--- src/conrx_pkg.sv ---
// ----------------------------------------------------------------------------
// conrx_pkg
// Shared types, constants and helpers for the console receive byte ring.
// ----------------------------------------------------------------------------
package conrx_pkg;

	localparam int RING_DEPTH = 4096;
	localparam int IDX_W      = (RING_DEPTH > 1) ? $clog2(RING_DEPTH) : 1;

	typedef logic [IDX_W-1:0] idx_t;

	// request codes
	localparam logic [1:0] REQ_PUT = 2'd0;
	localparam logic [1:0] REQ_GET = 2'd1;
	localparam logic [1:0] REQ_BRK = 2'd2;
	localparam logic [1:0] REQ_NOP = 2'd3;

	localparam logic [7:0] BREAK_BYTE = 8'h03;

	// control sequence ^R ^E ^S ^E ^T
	localparam int SEQ_LEN = 5;
	typedef logic [2:0] seq_pos_t;
	localparam seq_pos_t SEQ_LAST = seq_pos_t'(SEQ_LEN - 1);

	typedef struct packed {
		logic [1:0] req_type;
		logic [7:0] char_in;
	} req_t;

	typedef struct packed {
		logic [7:0] char_out;
		logic       char_valid;
		logic       break_found;
		logic       dropped;
		logic       overflow_mark;
		logic       reset_request;
	} rsp_t;

	function automatic logic [7:0] seq_byte(input seq_pos_t pos);
		logic [7:0] b;
		case (pos)
			3'd0:    b = 8'h12;
			3'd1:    b = 8'h05;
			3'd2:    b = 8'h13;
			3'd3:    b = 8'h05;
			3'd4:    b = 8'h14;
			default: b = 8'h00;
		endcase
		return b;
	endfunction

	// circular increment, works for any depth
	function automatic idx_t ring_next(input idx_t pos);
		idx_t n;
		if (pos == idx_t'(RING_DEPTH - 1)) begin
			n = '0;
		end else begin
			n = pos + idx_t'(1);
		end
		return n;
	endfunction

endpackage

--- src/conrx_seq_match.sv ---
// ----------------------------------------------------------------------------
// conrx_seq_match
// Tracks the five-byte control sequence over put beats.
// ----------------------------------------------------------------------------
module conrx_seq_match (
	input  logic       clk,
	input  logic       arst_n,
	input  logic       step,
	input  logic [7:0] ch,
	output logic       seq_done
);

	conrx_pkg::seq_pos_t pos_q;
	logic                hit;

	assign hit      = (ch == conrx_pkg::seq_byte(pos_q));
	assign seq_done = hit && (pos_q == conrx_pkg::SEQ_LAST);

	// mismatch restarts at zero without retesting the first byte
	always_ff @(posedge clk or negedge arst_n) begin
		if (!arst_n) begin
			pos_q <= '0;
		end else if (step) begin
			if (hit && !seq_done) begin
				pos_q <= pos_q + 3'd1;
			end else begin
				pos_q <= '0;
			end
		end
	end

endmodule
--- config.mk ---
export PLATFORM = sky130hd
export DESIGN_NAME = conrx_seq_match
export DESIGN_NICKNAME = d
export VERILOG_FILES = /design/src/conrx_pkg.sv /design/src/conrx_seq_match.sv
export SDC_FILE = /design/constraint.sdc
export NUM_CORES = 1
export LEC_CHECK = 0
export ABC_AREA = 1
export BUFFER_PORTS_ARGS = -buffer_cell sky130_fd_sc_hd__buf_2
export CAP_MARGIN = 10
export CORE_AREA = 5 5 42 44
export CTS_CLUSTER_SIZE = 12
export DETAILED_ROUTE_END_ITERATION = 10
export DIE_AREA = 0 0 47 49
export GPL_TIMING_DRIVEN = 0
export SLEW_MARGIN = 20
export SYNTH_ARGS = -nofsm -noshare
export SYNTH_HDL_FRONTEND = slang
export SYNTH_SLANG_ARGS = --single-unit
--- constraint.sdc ---
create_clock -name clk -period 1.55 [get_ports clk]
set_input_delay 0.465 -clock clk [delete_from_list [all_inputs] [get_ports clk]]
set_output_delay 0.465 -clock clk [all_outputs]
set_load 0.02 [all_outputs]
### Word level (Yosys, flattened, before mapping)

Index checks and enable logic that the tools add are counted.

* input bits: 11
* register bits after elaboration: 3
* output and inout port bits: 1

* reductions and logical operators: 5
* mux-type cells: 2
* equality and inequality tests: 5
* add/subtract/negate cells: 1

Operators with widths (count)
* one-hot mux 5 bit (4 select lines): 1
* equality test 8 bit: 1
* equality test 3 x 2 -> 1 bit (second input constant): 2
* adder 3 x 1 -> 3 bit (second input constant): 1
* equality test 3 x 1 -> 1 bit (second input constant): 1
* equality test 3 bit (second input constant): 1
* logical NOT 3 bit: 1
* two-way mux 3 bit: 1
* logical AND 1 bit: 2
* OR reduction 2 bit: 1
* logical NOT 1 bit: 1

### Depth between registers and ports, before layout

* depth in word-level cells: 8
* gate-level depth with buffers: 10
* depth with buffers taken out: 10

### Least setup slack after synthesis

Ideal clock, no wire load.

* kind: reg-to-output
* start point: reg pos_q[0]
* end point: out seq_done
* cell stages (with the launch flop): 8
* slack: -0.492 ns
* buffers on the path: 0
* data arrival time: 1.577 ns
* required time: 1.085 ns
* cell sequence: dfrtp_1 -> ha_1 -> ha_1 -> inv_1 -> nand3_1 -> nand2_1 -> nand3_2 -> nor3_1

* word-level cells in the longest chain between the ends: 5

RTL lines
* start: declaration: RTL line conrx_seq_match.sv:13 `conrx_pkg::seq_pos_t pos_q;`
* start signal: assignment: RTL line conrx_seq_match.sv:25 `pos_q <= pos_q + 3'd1;`
* equality test 3 x 2 -> 1 bit / equality test 3 x 1 -> 1 bit (equally long branches): RTL line conrx_pkg.sv:41 `case (pos)`
* OR reduction 2 bit (no line)
* one-hot mux 5 bit (4 select lines): RTL line conrx_pkg.sv:41
* equality test 8 bit: RTL line conrx_seq_match.sv:16 `assign hit = (ch == conrx_pkg::seq_byte(pos_q));`
* logical AND 1 bit *: RTL line conrx_seq_match.sv:17 `assign seq_done = hit && (pos_q == conrx_pkg::SEQ_LAST);`
* end: declaration: RTL line conrx_seq_match.sv:10 `output logic seq_done`

Every way passes the cells marked *; elsewhere a longest branch is shown, timed or not.

### Worst setup path in the final report

Ends and elaborated chain as after synthesis.

==> impl_metrics.env <==
export IMPL_ys_warn_count=0
export IMPL_antenna_found_initial=0
export IMPL_start_kind="register"
export IMPL_grt_pass1_wl_mm=1.74
export IMPL_vias=412
export IMPL_hold_viol=0
export IMPL_crit_start="pos_q[0]"
export IMPL_grt_start_max_net_pins=7
export IMPL_synthToLayoutAreaGrowth_pct=78.0
export IMPL_syn_nets=75
export IMPL_cts_made_buffers=3
export IMPL_clockBufferDepth=2
export IMPL_dieArea_um2=2300
export IMPL_crit_fanout=4
export IMPL_grtUsageTotal_pct=9.88
export IMPL_largestRegisters="pos_q (3)"
export IMPL_clk_latency_ps=230
export IMPL_critPathCaptureType="output port"
export IMPL_clock_sinks=3
export IMPL_final_common_cell="nand2_1"
export IMPL_antenna_left=0
export IMPL_ff2ff_path_depth=10
export IMPL_postLayoutCoreUtil_pct=46.9
export IMPL_rsz0062_at_grt="yes"
export IMPL_p_leak_uw=0.000342
export IMPL_avgRoutedWirePerCell_um=10.1
export IMPL_portBuffers=11
export IMPL_hold_path_class="in2async"
export IMPL_cts_hold_buffers=0
export IMPL_whs_ps=21.6
export IMPL_status="complete, but fails checks"
export IMPL_grt_pass1_vias=469
export IMPL_fin_ws_ps=-521
export IMPL_synthCells=59
export IMPL_post_route_cells_drive_above_1_share_pct=61.5
export IMPL_worstPathCellList="ha_4 > ha_4 > inv_4 > nand4_1 > nand2_1 > nand2_2 > nor3_4 > buf_6"
export IMPL_routed_wl_um=949
export IMPL_crit_path_frequent_cell="ha_4"
export IMPL_cts_tree="built"
export IMPL_crit_type="reg2out"
export IMPL_critical_path_slowest_cell="dfrtp_2"
export IMPL_power_density_nw_per_um2=389
export IMPL_drtIter0Drc=3
export IMPL_largest_reg_flops=3
export IMPL_pre_cts_slack_ps=-375
export IMPL_cp_arrival_ps=1610
export IMPL_vdd_drop_max_v=0.000239
export IMPL_globalplace_congestion=0.742
export IMPL_period_share_pct=134
export IMPL_avgSynthCellArea_um2=6.26
export IMPL_initial_core_util_pct=26.3
export IMPL_cts_htree_levels=1
export IMPL_clkTransAtPathRegs_ps=40
export IMPL_report_final_slew_viol_count=0
export IMPL_ios=12
export IMPL_timing_fmax_mhz=483
export IMPL_dpl_cell_area_um2=465
export IMPL_setup_viol=4
export IMPL_path_depth=8
export IMPL_clock_root_buffer="clkbuf_4"
export IMPL_maxCapViolCount=0
export IMPL_critPathRequiredTime_ps=1080
export IMPL_rr_endpoint="pos_q[1]"
export IMPL_violations="setup timing"
export IMPL_final_cell_mix="13 x nand2_1, 10 x buf_2, 9 x inv_1"
export IMPL_synth_area_um2=369
export IMPL_final_nets=95
export IMPL_diodes=0
export IMPL_ys_seq_elements=3
export IMPL_synth_seq_area_share_pct=20.3
export IMPL_fin_crit_ps=2070
export IMPL_first_pass_iters=3
export IMPL_drc=0
export IMPL_finalInstanceArea_um2=657
export IMPL_synth_distinct_cells=15
export IMPL_regMostFlops="pos_q"
export IMPL_slew_headroom_pct=88.9
export IMPL_dpl_hpwl_um=634
export IMPL_crit_buf_inv=2
export IMPL_rows=14
export IMPL_timing_rr_start="pos_q[0]"
export IMPL_worstMarginPinSlew_ps=166
export IMPL_gr_total_overflow=0
export IMPL_r2r_slack_ps=-40
export IMPL_crit_family="flip-flops"
export IMPL_fp_dieW_um=47
export IMPL_die_height_um=49
export IMPL_viasPerCell=4.38
export IMPL_core_um2=1400
export IMPL_crit_path_end="seq_done"
export IMPL_cpPeakStageDelay_ps=450
export IMPL_finClkSkew_ps=1.72
repair_timing:
item	in CTS	in global routing
pin swaps	10	14
endpoints found under the setup margin	1	4
resized for setup	13	19
setup buffers	8	0
worst reg2reg max path: cells and delay by family, from the launching register on:
kind                       cells  cell delay, ps
and+or+nand+nor                6             540
DFF                            1             450
adders and majority gates      2             340
buffers and inverters          2             200
area by class of cell:
class                           count  area (um2)
Clock buffer                        4        26.3
Sequential cell                     3        77.6
Tap cell                           16        20.0
Fill cell                         151         744
Timing Repair Buffer               15        98.8
Multi-Input combinational cell     43         380
Inverter                           13        53.8
layer usage:
metal / wire length (um) / up-vias / GRT usage [%] / share of wire (%)
li1: - / 218 / - / -
met1: 371 / 184 / 10.8 / 39
met2: 511 / 10 / 15.6 / 54
met3: 67 / 0 / 1.11 / 7.1
met4: 0 / 0 / 8.76 / 0
met5: 0 / - / 0 / 0
power by group:
part	leakage, uW	switching, uW	internal [uW]	total, uW
registers	0.0000386	0.225	78.9	79.1
logic	0.000289	20.9	20.4	41.2
clock network	0.0000150	38.7	96.4	135
cell usage after synthesis:
library cell	n	share of area, %
a21oi_1	1	1.4
dfrtp_1	3	20
ha_1	5	17
inv_1	12	12
inv_2	1	1.0
nand2_1	18	18
nand2_2	2	3.4
nand2_4	1	3.1
nand3_1	6	8.1
nand3_2	1	2.7
nand3b_1	1	2.0
nand4_1	2	3.4
nor2_1	4	4.1
nor2_2	1	1.7
nor3_1	1	1.4
how the worst min path moves through the flow:
| stage | cells after the start | endpoint |
|---|---|---|
| after floorplan | 0 | pos_q[0] |
| after global routing | 1 | pos_q[2] |
| after CTS | 1 | pos_q[0] |
| after global placement | 1 | pos_q[0] |
| final | 1 | pos_q[0] |
| after detailed placement | 1 | pos_q[0] |
cells by family (layout without fill, tap and decap cells):
kind of cell	count (synthesis)	in the layout	synth area share, %
compound gates	1	1	1.35
fa+ha+maj	5	5	16.9
buf+inv	13	32	13.2
flops	3	3	20.3
simple gates	37	37	48.1
metrics by stage:
stage	power, uW	TNS (ps)	cells
after floorplan	95.5	-211	59
after global placement	111	-356	86
after detailed placement	112	-375	86
after CTS	266	-1840	98
after global routing	278	-1030	94
final	255	-592	94
No activity file was read; power rests on OpenSTA's default activity.
